`src/hw/rtl/mklm_pkg.sv`:
```
// ----------------------------------------------------------------------------
// mklm_pkg
// Constants, types and helpers shared by the keyword line matcher.
// ----------------------------------------------------------------------------
`default_nettype none

package mklm_pkg;

	localparam int NUM_KEYS    = 8;
	localparam int MAX_KEY_LEN = 16;
	localparam int MAX_LINE    = 256;

	localparam int OP_W     = 3;
	localparam int SLOT_W   = 3;
	localparam int POS_W    = 4;
	localparam int BYTE_W   = 8;
	localparam int ACT_W    = 4;
	localparam int MASK_W   = 8;

	localparam int LEN_W    = $clog2(MAX_KEY_LEN + 1);
	localparam int IDX_W    = (MAX_KEY_LEN > 1) ? $clog2(MAX_KEY_LEN) : 1;
	localparam int LINE_W   = $clog2(MAX_LINE + 1);
	localparam int ROW_W    = MAX_KEY_LEN * BYTE_W;
	localparam int RAM_AW   = (NUM_KEYS > 1) ? $clog2(NUM_KEYS) : 1;

	typedef enum logic [OP_W-1:0] {
		OP_KEY_BYTE = 3'd0,
		OP_KEY_LEN  = 3'd1,
		OP_TEXT     = 3'd2,
		OP_EOL      = 3'd3,
		OP_CLEAR    = 3'd4
	} op_t;

	typedef enum logic [1:0] {
		ST_IDLE,
		ST_SCAN,
		ST_KEY_WR
	} state_t;

	typedef logic [BYTE_W-1:0] byte_t;

	// Byte 0 of a keyword row is the first keyword byte; byte 0 of the
	// history is the newest text byte.
	typedef logic [MAX_KEY_LEN-1:0][BYTE_W-1:0] row_t;
	typedef logic [MAX_KEY_LEN-1:0][BYTE_W-1:0] hist_t;

	typedef struct packed {
		logic [LEN_W-1:0]  key_len;
		logic [LINE_W-1:0] line_len;
	} cmp_req_t;

	function automatic byte_t fold_lower(input byte_t b);
		byte_t c;
		c = b;
		if (b inside {[8'h41:8'h5A]}) begin
			c = b + 8'h20;
		end
		return c;
	endfunction

endpackage

`default_nettype wire

```
`src/hw/rtl/mklm_ram.sv`:
```
// ----------------------------------------------------------------------------
// mklm_ram
// Generic single-port-write, single-port-read RAM with a registered read.
// ----------------------------------------------------------------------------
`default_nettype none

module mklm_ram #(
	parameter int WIDTH = 8,
	parameter int DEPTH = 8,
	localparam int AW = (DEPTH > 1) ? $clog2(DEPTH) : 1
) (
	input  wire logic             clk,
	input  wire logic             wr_en,
	input  wire logic [AW-1:0]    wr_addr,
	input  wire logic [WIDTH-1:0] wr_data,
	input  wire logic [AW-1:0]    rd_addr,
	output logic      [WIDTH-1:0] rd_data
);

	logic [WIDTH-1:0] mem_q [DEPTH];
	logic [WIDTH-1:0] rd_data_q;

	always_ff @(posedge clk) begin
		if (wr_en) begin
			mem_q[wr_addr] <= wr_data;
		end
		rd_data_q <= mem_q[rd_addr];
	end

	assign rd_data = rd_data_q;

endmodule

`default_nettype wire

```
`src/hw/rtl/mklm_window_cmp.sv`:
```
// ----------------------------------------------------------------------------
// mklm_window_cmp
// Compares one keyword row against the newest bytes of the text history.
// ----------------------------------------------------------------------------
`default_nettype none

module mklm_window_cmp (
	input  wire mklm_pkg::row_t     row,
	input  wire mklm_pkg::hist_t    hist,
	input  wire mklm_pkg::cmp_req_t req,
	output logic                    hit
);

	logic same;

	// Keyword byte i lines up with the text byte len-1-i places back.
	always_comb begin
		logic [mklm_pkg::LEN_W-1:0] idx;
		same = 1'b1;
		idx  = '0;
		for (int i = 0; i < mklm_pkg::MAX_KEY_LEN; i++) begin
			if (mklm_pkg::LEN_W'(i) < req.key_len) begin
				idx = req.key_len - mklm_pkg::LEN_W'(i) - mklm_pkg::LEN_W'(1);
				if (row[i] != hist[idx[mklm_pkg::IDX_W-1:0]]) begin
					same = 1'b0;
				end
			end
		end
	end

	assign hit = (req.key_len != '0) && (int'(req.key_len) <= int'(req.line_len)) && same;

endmodule

`default_nettype wire

```
`src/hw/rtl/multi_keyword_line_matcher.sv`:
```
// ----------------------------------------------------------------------------
// multi_keyword_line_matcher
// Case-insensitive search of text lines for up to eight stored keywords.
// ----------------------------------------------------------------------------
// Keywords sit one to a row in a small RAM and are folded to lower case as
// they are loaded. A text byte is taken in its transfer and then scanned
// with one step per keyword slot, in which a shared window comparator checks
// one RAM row against the history while the next row is read. A keyword byte
// is written as a read-modify-write of its row; keyword lengths, end of
// line and clearing the found flags act on transfer. End of line loads the
// result register, and the next item is taken while that result waits,
// but a further end of line waits until the held result is transferred.
`default_nettype none

module multi_keyword_line_matcher (
	input  wire logic        clk,
	input  wire logic        arst_n,

	input  wire logic        cfg_wr_en,
	input  wire logic [3:0]  cfg_wr_data,

	input  wire logic        in_valid,
	output logic             in_stall,
	input  wire logic [2:0]  operation,
	input  wire logic [2:0]  key_slot,
	input  wire logic [3:0]  key_position,
	input  wire logic [7:0]  value,

	output logic             out_valid,
	input  wire logic        out_stall,
	output logic             line_matched,
	output logic [7:0]       line_hits,
	output logic [7:0]       found_flags,
	output logic             status
);

	localparam int NK  = mklm_pkg::NUM_KEYS;
	localparam int AW  = mklm_pkg::RAM_AW;
	localparam int MW  = mklm_pkg::MASK_W;

	mklm_pkg::state_t state_q, state_d;
	mklm_pkg::op_t    op;

	logic [AW-1:0]                 scan_cnt_q;
	mklm_pkg::hist_t               hist_q;
	logic [mklm_pkg::LINE_W-1:0]   line_len_q;
	logic [MW-1:0]                 line_hit_q;
	logic [MW-1:0]                 found_q;
	logic [mklm_pkg::LEN_W-1:0]    key_len_q [NK];
	logic [NK-1:0]                 row_valid_q;
	logic [mklm_pkg::ACT_W-1:0]    active_q;

	logic [AW-1:0]                 kslot_q;
	logic [mklm_pkg::IDX_W-1:0]    kpos_q;
	mklm_pkg::byte_t               kbyte_q;

	logic                          out_valid_q;
	logic                          line_matched_q;
	logic [MW-1:0]                 line_hits_q;
	logic [MW-1:0]                 found_flags_q;
	logic                          status_q;

	logic in_xfer, slot_ok, pos_ok;
	logic do_kbyte, do_klen, do_text, do_eol, do_clear;
	logic scan_last;

	logic [AW-1:0]              rd_addr, rd_slot;
	logic [mklm_pkg::ROW_W-1:0] rd_data;
	mklm_pkg::row_t             row_rd, row_new;
	mklm_pkg::cmp_req_t         cmp_req;
	logic                       cmp_hit;

	logic [mklm_pkg::ACT_W-1:0] n_act;
	logic [MW-1:0]              act_mask, empty_mask, eol_hits;
	logic                       line_ok, eol_status;
	mklm_pkg::byte_t            text_byte;
	logic [mklm_pkg::LEN_W-1:0] len_sat;

	assign op       = mklm_pkg::op_t'(operation);
	assign in_stall = (state_q != mklm_pkg::ST_IDLE) ||
		((op == mklm_pkg::OP_EOL) && out_valid_q && out_stall);
	assign in_xfer  = in_valid && !in_stall;
	assign slot_ok  = int'(key_slot) < NK;
	assign pos_ok   = int'(key_position) < mklm_pkg::MAX_KEY_LEN;

	always_comb begin
		do_kbyte = 1'b0;
		do_klen  = 1'b0;
		do_text  = 1'b0;
		do_eol   = 1'b0;
		do_clear = 1'b0;
		case (op)
			mklm_pkg::OP_KEY_BYTE: do_kbyte = in_xfer && slot_ok && pos_ok;
			mklm_pkg::OP_KEY_LEN:  do_klen  = in_xfer && slot_ok;
			mklm_pkg::OP_TEXT:     do_text  = in_xfer;
			mklm_pkg::OP_EOL:      do_eol   = in_xfer;
			mklm_pkg::OP_CLEAR:    do_clear = in_xfer;
			default: ;
		endcase
	end

	assign scan_last = (scan_cnt_q == AW'(NK - 1));

	// Sequencer
	always_ff @(posedge clk or negedge arst_n) begin
		if (!arst_n) begin
			state_q <= mklm_pkg::ST_IDLE;
		end else begin
			state_q <= state_d;
		end
	end

	always_comb begin
		state_d = state_q;
		case (state_q)
			mklm_pkg::ST_IDLE: begin
				if (do_text) begin
					state_d = mklm_pkg::ST_SCAN;
				end else if (do_kbyte) begin
					state_d = mklm_pkg::ST_KEY_WR;
				end
			end
			mklm_pkg::ST_SCAN: begin
				if (scan_last) begin
					state_d = mklm_pkg::ST_IDLE;
				end
			end
			mklm_pkg::ST_KEY_WR: state_d = mklm_pkg::ST_IDLE;
			default:             state_d = mklm_pkg::ST_IDLE;
		endcase
	end

	// Row 0 is read during the text transfer, so each scan cycle compares the
	// row that arrived and fetches the next one.
	always_comb begin
		if (state_q == mklm_pkg::ST_SCAN) begin
			rd_addr = scan_cnt_q + AW'(1);
		end else if (op == mklm_pkg::OP_KEY_BYTE) begin
			rd_addr = AW'(key_slot);
		end else begin
			rd_addr = '0;
		end
	end

	assign rd_slot = (state_q == mklm_pkg::ST_SCAN) ? scan_cnt_q : kslot_q;
	assign row_rd  = row_valid_q[rd_slot] ? mklm_pkg::row_t'(rd_data) : '0;

	always_comb begin
		row_new         = row_rd;
		row_new[kpos_q] = kbyte_q;
	end

	mklm_ram #(
		.WIDTH(mklm_pkg::ROW_W),
		.DEPTH(NK)
	) u_key_ram (
		.clk    (clk),
		.wr_en  (state_q == mklm_pkg::ST_KEY_WR),
		.wr_addr(kslot_q),
		.wr_data(mklm_pkg::ROW_W'(row_new)),
		.rd_addr(rd_addr),
		.rd_data(rd_data)
	);

	assign cmp_req.key_len  = key_len_q[scan_cnt_q];
	assign cmp_req.line_len = line_len_q;

	mklm_window_cmp u_cmp (
		.row (row_rd),
		.hist(hist_q),
		.req (cmp_req),
		.hit (cmp_hit)
	);

	// End of line report
	always_comb begin
		n_act      = (int'(active_q) > NK) ? mklm_pkg::ACT_W'(NK) : active_q;
		act_mask   = '0;
		empty_mask = '0;
		for (int s = 0; s < NK; s++) begin
			act_mask[s]   = mklm_pkg::ACT_W'(s) < n_act;
			empty_mask[s] = (key_len_q[s] == '0);
		end
		eol_status = line_len_q >= mklm_pkg::LINE_W'(mklm_pkg::MAX_LINE);
		line_ok    = (line_len_q != '0) && !eol_status;
		eol_hits   = line_ok ? ((line_hit_q | empty_mask) & act_mask) : '0;
	end

	assign text_byte = mklm_pkg::fold_lower(value);
	assign len_sat   = (int'(value) > mklm_pkg::MAX_KEY_LEN) ?
		mklm_pkg::LEN_W'(mklm_pkg::MAX_KEY_LEN) : mklm_pkg::LEN_W'(value);

	always_ff @(posedge clk or negedge arst_n) begin
		if (!arst_n) begin
			scan_cnt_q  <= '0;
			hist_q      <= '0;
			line_len_q  <= '0;
			line_hit_q  <= '0;
			found_q     <= '0;
			row_valid_q <= '0;
			active_q    <= mklm_pkg::ACT_W'(1);
			out_valid_q <= 1'b0;
			for (int s = 0; s < NK; s++) begin
				key_len_q[s] <= '0;
			end
		end else begin
			if (cfg_wr_en) begin
				active_q <= cfg_wr_data;
			end

			if (state_q == mklm_pkg::ST_SCAN) begin
				scan_cnt_q <= scan_last ? '0 : scan_cnt_q + AW'(1);
				if (cmp_hit) begin
					line_hit_q[scan_cnt_q] <= 1'b1;
				end
			end

			if (state_q == mklm_pkg::ST_KEY_WR) begin
				row_valid_q[kslot_q] <= 1'b1;
			end

			if (do_klen) begin
				key_len_q[AW'(key_slot)] <= len_sat;
			end

			if (do_text) begin
				for (int i = mklm_pkg::MAX_KEY_LEN - 1; i > 0; i--) begin
					hist_q[i] <= hist_q[i-1];
				end
				hist_q[0] <= text_byte;
				if (line_len_q < mklm_pkg::LINE_W'(mklm_pkg::MAX_LINE)) begin
					line_len_q <= line_len_q + mklm_pkg::LINE_W'(1);
				end
			end

			if (do_clear) begin
				found_q <= '0;
			end

			// A held result stays until transferred; an end of line reloads it.
			out_valid_q <= do_eol || (out_valid_q && out_stall);

			if (do_eol) begin
				found_q     <= found_q | eol_hits;
				hist_q      <= '0;
				line_len_q  <= '0;
				line_hit_q  <= '0;
			end
		end
	end

	always_ff @(posedge clk) begin
		if (do_kbyte) begin
			kslot_q <= AW'(key_slot);
			kpos_q  <= mklm_pkg::IDX_W'(key_position);
			kbyte_q <= text_byte;
		end
		if (do_eol) begin
			line_matched_q <= (eol_hits != '0);
			line_hits_q    <= eol_hits;
			found_flags_q  <= found_q | eol_hits;
			status_q       <= eol_status;
		end
	end

	assign out_valid    = out_valid_q;
	assign line_matched = line_matched_q;
	assign line_hits    = line_hits_q;
	assign found_flags  = found_flags_q;
	assign status       = status_q;

endmodule

`default_nettype wire

```
`config.mk`:
```
export PLATFORM = sky130hd
export DESIGN_NAME = multi_keyword_line_matcher
export DESIGN_NICKNAME = d
export VERILOG_FILES = /design/src/hw/rtl/mklm_pkg.sv /design/src/hw/rtl/mklm_ram.sv /design/src/hw/rtl/mklm_window_cmp.sv /design/src/hw/rtl/multi_keyword_line_matcher.sv
export SDC_FILE = /design/constraint.sdc
export NUM_CORES = 2
export LEC_CHECK = 0
export ABC_AREA = 1
export BUFFER_PORTS_ARGS = -buffer_cell sky130_fd_sc_hd__buf_2
export CAP_MARGIN = 15
export CORE_ASPECT_RATIO = 1.4
export CORE_MARGIN = 2
export CORE_UTILIZATION = 45
export DETAILED_ROUTE_END_ITERATION = 8
export MAX_ROUTING_LAYER = met4
export SYNTH_ARGS = -nofsm -noshare
export SYNTH_HDL_FRONTEND = slang
export SYNTH_SLANG_ARGS = --single-unit
```
`constraint.sdc`:
```
create_clock -name clk -period 9.1 [get_ports clk]
set_clock_uncertainty 0.2 [all_clocks]
set_input_delay 0 -clock clk [delete_from_list [all_inputs] [get_ports clk]]
set_output_delay 0 -clock clk [all_outputs]
set_load 0.005 [all_outputs]
```
* Yosys cells after proc, flatten, opt, wreduce, memory -nomap -nowiden
Memory sizes are Yosys's and may differ from the RTL's. A register that Yosys moved wholly into a read port is not among the register bits.
Index checks and enable logic that the tools add are counted.
** Word-level totals
- Register bits after elaboration :: 244
- Memory bits (writable) :: 1024
- Logic and storage cells :: 309
- Memories :: 1
** Cells by class
- Add/subtract/negate cells :: 33
- $lt $le $gt $ge :: 57
- Equality and inequality tests :: 25
- Muxes and demuxes :: 109
- Bitwise operators :: 7
- Reductions and logical operators :: 38
** Memory list
- u_key_ram.mem_q :: words 8, width 128, read ports 1, clocked after Yosys merged registers in 1, wr ports 1, line mklm_ram.sv:20 : logic [WIDTH-1:0] mem_q [DEPTH];
** Operators with widths (number)
- $bmux 8 s4 :: 16
- $mux 128 :: 3
- $mux 8 :: 24
- $bwmux 128 :: 1
- $ne 8x8->1 :: 16
- $lt 4x5->1 const B :: 17
- $sub 4x1->4 const B :: 16
- $mux 1 :: 42
- $bwmux 40 :: 1
- $logic_not 5->1 :: 8
- $lt 4x5->1 const A :: 8
- $demux 8 s4 :: 1
- $or 8x8->8 :: 4
- $sub 4x4->4 const B :: 8
- $mux 9 :: 3
- $lt 3x5->1 const A :: 4
- $mux 5 :: 4
- $lt 3x4->1 const A :: 4
- $sub 4x3->4 const B :: 4
- $bmux 5 s3 :: 1
- $demux 5 s3 :: 1
- $logic_and 1x1->1 :: 12
- $lt 3x4->1 const B :: 3
- $mux 3 :: 4
- other kinds (42) :: 64

* Longest topological paths before layout
- Word-level depth :: 44
- Depth in mapped cells :: 36

* Cells and area by module
Synthesis repeated with hierarchy kept, for this count alone.
** Second synthesis, totals
- Cells, all modules :: 8587
- Area, all modules :: 70112.2 µm²
** Modules (own cells, without submodules)
- mklm_ram :: times used 1, cells each 4570, area an instance 47077.7 µm²
- multi_keyword_line_matcher :: times used 1, cells each 1891, area an instance 13186.4 µm²
- mklm_window_cmp :: times used 1, cells each 2126, area an instance 9848.2 µm²

* Least setup slack after synthesis
OpenSTA, ideal clock, no wires.
- Path kind :: reg2reg
- Start point :: register state_q[0]
- End point :: register row_valid_q[1]
- Setup time :: 0.099 ns
- Arrival time :: 6.532 ns
- Data required time :: 8.801 ns
- Path slack :: 2.269 ns
- Stages on the path, launching flop included :: 5
- Period minus slack after synthesis :: 6.831 ns
- Cell sequence :: dfrtp_1 -> nor2_1 -> nand2_1 -> nor2_1 -> or2_2
** Between the ends
- Cells in the longest elaborated chain, start to end :: 1
** Ends and longest elaborated chain
- start: declaration :: line multi_keyword_line_matcher.sv:41 : mklm_pkg::state_t state_q, state_d;
- start signal: assignment :: line multi_keyword_line_matcher.sv:107 : state_q <= mklm_pkg::ST_IDLE;
- start signal: assignment :: line multi_keyword_line_matcher.sv:109 : state_q <= state_d;
- $eq 2x2->1 :: line multi_keyword_line_matcher.sv:218 : if (state_q == mklm_pkg::ST_KEY_WR) begin
- end signal: assignment :: line multi_keyword_line_matcher.sv:200 : row_valid_q <= '0;
- end signal: indexed assignment :: line multi_keyword_line_matcher.sv:219 : row_valid_q[kslot_q] <= 1'b1;
- end: declaration :: line multi_keyword_line_matcher.sv:50 : logic [NK-1:0] row_valid_q;
Every way passes these cells.
A chain may end at the register's enable or synchronous reset.

* Worst setup path after layout
- Start point :: register scan_cnt_q[0]
- End point :: register line_hit_q[7]
** Between the ends
- Cells in the longest elaborated chain, start to end :: 43
- Elaborated cells between the ends (all ways) :: 149
- Those cells by class :: 30 x add/sub; 19 x order compare; 16 x eq/ne; 76 x mux; 2 x bitwise; 6 x reduce/logical
** Ends and longest elaborated chain
- start: declaration :: line multi_keyword_line_matcher.sv:44 : logic [AW-1:0] scan_cnt_q;
- start signal: assignment :: line multi_keyword_line_matcher.sv:212 : scan_cnt_q <= scan_last ? '0 : scan_cnt_q + AW'(1);
- branches (longest 43 deep; another with $sub 4x1->4)
- end signal: assignment :: line multi_keyword_line_matcher.sv:198 : line_hit_q <= '0;
- end signal: indexed assignment :: line multi_keyword_line_matcher.sv:214 : line_hit_q[scan_cnt_q] <= 1'b1;
- end signal: assignment :: line multi_keyword_line_matcher.sv:247 : line_hit_q <= '0;
- end: declaration :: line multi_keyword_line_matcher.sv:47 : logic [MW-1:0] line_hit_q;
Parallel ways; which one is timed is not known. The select of a mux whose other input is x is not followed.

==> results.md <==
* Status: finished, final reports clean
* Pre-antenna DRT Iters at 8
* Crit-path max cell delay at 1.05 ns
* Drt wl/cell at 24.7 µm
* Worst Hold Launch: value[3]
* Crit-path most repeated cell: nand2_1
* Clock root cell: clkbuf_16
* Slew margin rel. at 18.9%
* Final min period at 6.63 ns
* RSZ-0062 raised after global routing: false
* RR Startpoint: scan_cnt_q[0]$_DFFE_PN0P_
* Syn avg cell area at 9.29 µm²
* #FFs+latches synth at 1396
* RD Place Congestion at 1.06
* Fraction of registers with async set/reset at 15.1%
* FILL cells at 13200
* CP arrival at 7.12 ns
* Period Utilization, post-route at 72.8%
* Startpoint types: flop
* HP Class: in2reg
* CTS tree: done
* Via Count at 50700
* Number of flops mapped to enable cells by yosys at 1057
* Worst path top cell family by delay: simple AND/OR/NAND/NOR gates
* Cell area after synthesis at 64400 µm²
* CP max-delay cell: inv_1
* IO Pins at 47
* Sink Count at 1396
* Synth area leaders: edfxtp_1 (49%), nand2_1 (8.6%), dfrtp_1 (8.2%), nor2_1 (6.5%), o21ai_0 (5.8%)
* Syn_nets at 6974
* Via density per instance at 5.71
* CP Buf/Inv Count at 5
* Place WS at 2.60 ns
* Clk pin slew, worst setup/hold paths at 0.07 ns
* Die H at 451 µm
* Post-Route Setup TNS at 0 ns
* Core Box Area at 142000 µm²
* Min Hold Slack at 0.0708 ns
* Post-synth top area share at 49.3%
* First-pass GRT wire length at 319000 µm
* Starting Density at 45.2%
* Post-synthesis sequential area ratio at 61.5%
* Clk_lat worst skew at 0.79 ns
* MaxCap Viol Count at 0
* Grt total ovfl at 0
* Die Area at 146000 µm²
* Longest Clk Path Bufs at 3
* Largest area contributor in the netlist: edfxtp_1
* Largest net degree at the start of global routing at 218
* Endpoint class of the critical path: flop
* CTS buffer count at 137
* Syn Inst Count at 6926
* Final worst setup slack at 2.47 ns
* H-tree levels at 4
* Residual DRC at 0
* DRC violation total after the first TritonRoute iteration at 5054
* Vias in the first global route at 47700
* Final Setup Violations at 0
* Final Net Count at 6912
* Rows at 164
* Synth warn at 0
* Fmax at 0.151 GHz
* WL final at 219000 µm
* Layout cells sized above 1 at 5.70%
* Post-synth cell types at 43
* DP HPWL at 139000 µm
* Die Width at 324 µm
* Final Hold Fails at 0
* Port Buffer Count at 46
* GRT Util Overall at 30.7%
* Post-CTS Resized at 0
* Max Slew Vio Count at 0
* Critical path class: reg2reg
* CP Max Fanout at 57
* Measured slew at the worst slew-check pin at 1.21 ns
* Initial antenna violation count at 6
* Leading register cell type out of synthesis: edfxtp_1
* Crit. Startpoint: scan_cnt_q[0]$_DFFE_PN0P_
* Required time of the critical path at 9.59 ns
* Antenna-violating nets left at 0
* Area grow syn2layout at 10.8%
[area by class of cell]
class                      count  area [µm²]  share of cell area, %
antenna                        2        5.00                0.00702
clock buffer                 204        4020                   5.64
clock inverter                51         512                  0.718
inverter                     418        1590                   2.22
multi-input combinational   4720       21600                   30.3
sequential                  1396       39600                   55.5
tap                         1909        2390                   3.35
timing repair buffer         191        1610                   2.26
[flip-flops by register name (all words and copies together) (netlist names)]
| name | count |
|---|---|
| found_q | 8 |
| scan_cnt_q | 3 |
| found_flags | 8 |
| kpos_q | 4 |
| kslot_q | 3 |
| line_matched | 1 |
| hist_q | 128 |
| state_q | 2 |
| line_len_q | 9 |
| kbyte_q | 8 |
| line_hits | 8 |
| out_valid | 1 |
| status | 1 |
| u_key_ram.rd_data | 128 |
| u_key_ram.mem_q | 1024 |
| row_valid_q | 8 |
| line_hit_q | 8 |
| active_q | 4 |
| key_len_q | 40 |
[stage by stage]
stage | area (µm²) | instances | util (%)
4_1_cts | 71300 | 8888 | 50.1
3_3_place_gp | 66100 | 8572 | 46.4
5_1_grt | 71300 | 8890 | 50.1
6_report | 71300 | 8891 | 50.1
3_5_place_dp | 66100 | 8572 | 46.4
2_1_floorplan | 64400 | 6926 | -
[cell families after synthesis]
kind of cell	share of synthesized area, %
AND/OR/NAND/NOR	22.4
AO/OA/AOI/OAI	10.3
flip-flops	61.5
XOR/XNOR	0.251
multiplexers	0.0175
buffers and inverters	5.11
adder cells (fa/ha/maj)	0.408
[path summary, 6_finish.rpt]
| kind | end | slack [ns] | depth (start not counted) |
|---|---|---|---|
| max | line_hit_q[7]$_DFFE_PN0P_ | 2.47 | 25 |
| max in group asynchronous | hist_q[109]$_DFFE_PN0P_ | 7.59 | 4 |
| min | hist_q[3]$_DFFE_PN0P_ | 0.07 | 4 |
| min reg2reg | row_valid_q[3]$_DFFE_PN0P_ | 0.27 | 1 |
| max reg2reg | line_hit_q[7]$_DFFE_PN0P_ | 2.47 | 25 |
| min in group asynchronous | active_q[0]$_DFFE_PN1P_ | 0.20 | 3 |
[timing repair]
item / 4_1_cts / 5_1_grt
buffers inserted: 0 / 0
endpoints found under the hold margin: 375 / 0
hold buffers: 61 / 0
[worst reg2reg max path: stages (launching register included)]
cell	delay (ns)
dfrtp_1	0.94
inv_2	0.32
nand2_1	0.13
nand3_1	0.07
nand2_1	0.20
inv_2	0.07
nand2_4	0.51
ha_1	0.41
inv_1	0.06
nand2_1	0.08
nand2_2	0.47
inv_1	1.08
nand3_1	0.28
nand3_1	0.16
nand2_1	0.06
o21ai_0	0.12
nand3_1	0.12
nor2_1	0.11
nand2_1	0.10
nand2_1	0.09
nand2_1	0.07
nor2_1	0.12
nand2_1	0.26
inv_2	0.23
nand3_1	0.10
a21oi_1	0.16
[cell usage in the layout, fill, tap and decap left out, drive strengths merged, types with 131 or more instances in the layout]
cell type,n
edfxtp,1057
dfrtp,210
nand3,736
nor2,1124
o21ai,756
nand2,1488
a31oi,131
inv,425
o22ai,256
clkbuf,204
buf,131
[routing by layer]
layer  vias to the layer above  part of all wire, %  wire length [µm]  global-route usage [%]
li1                      23700                    -                 -                       -
met5                         -                    0                 0                       -
met3                       469                  5.4             11900                    3.92
met4                         0                  6.2             13500                    16.7
met2                      1773                   48            106000                    49.3
met1                     24800                   40             88300                    37.7
[cells in the mapped netlist, drive strengths merged, types with 5 or more instances]
cell / n
buf: 144
a31oi: 131
nand3b: 85
nor4: 6
o211ai: 5
nor2: 1124
inv: 418
o22ai: 256
ha: 21
o21ai: 756
nand4: 6
or2: 10
a21oi: 58
nor3: 14
edfxtp: 1057
dfrtp: 210
dfxtp: 128
xor2: 7
nand3: 736
clkbuf: 248
nand2: 1488
Power is left out: the tool's default activity adds up to more than one toggle a clock period on the data nets, which glitch-free logic cannot reach.
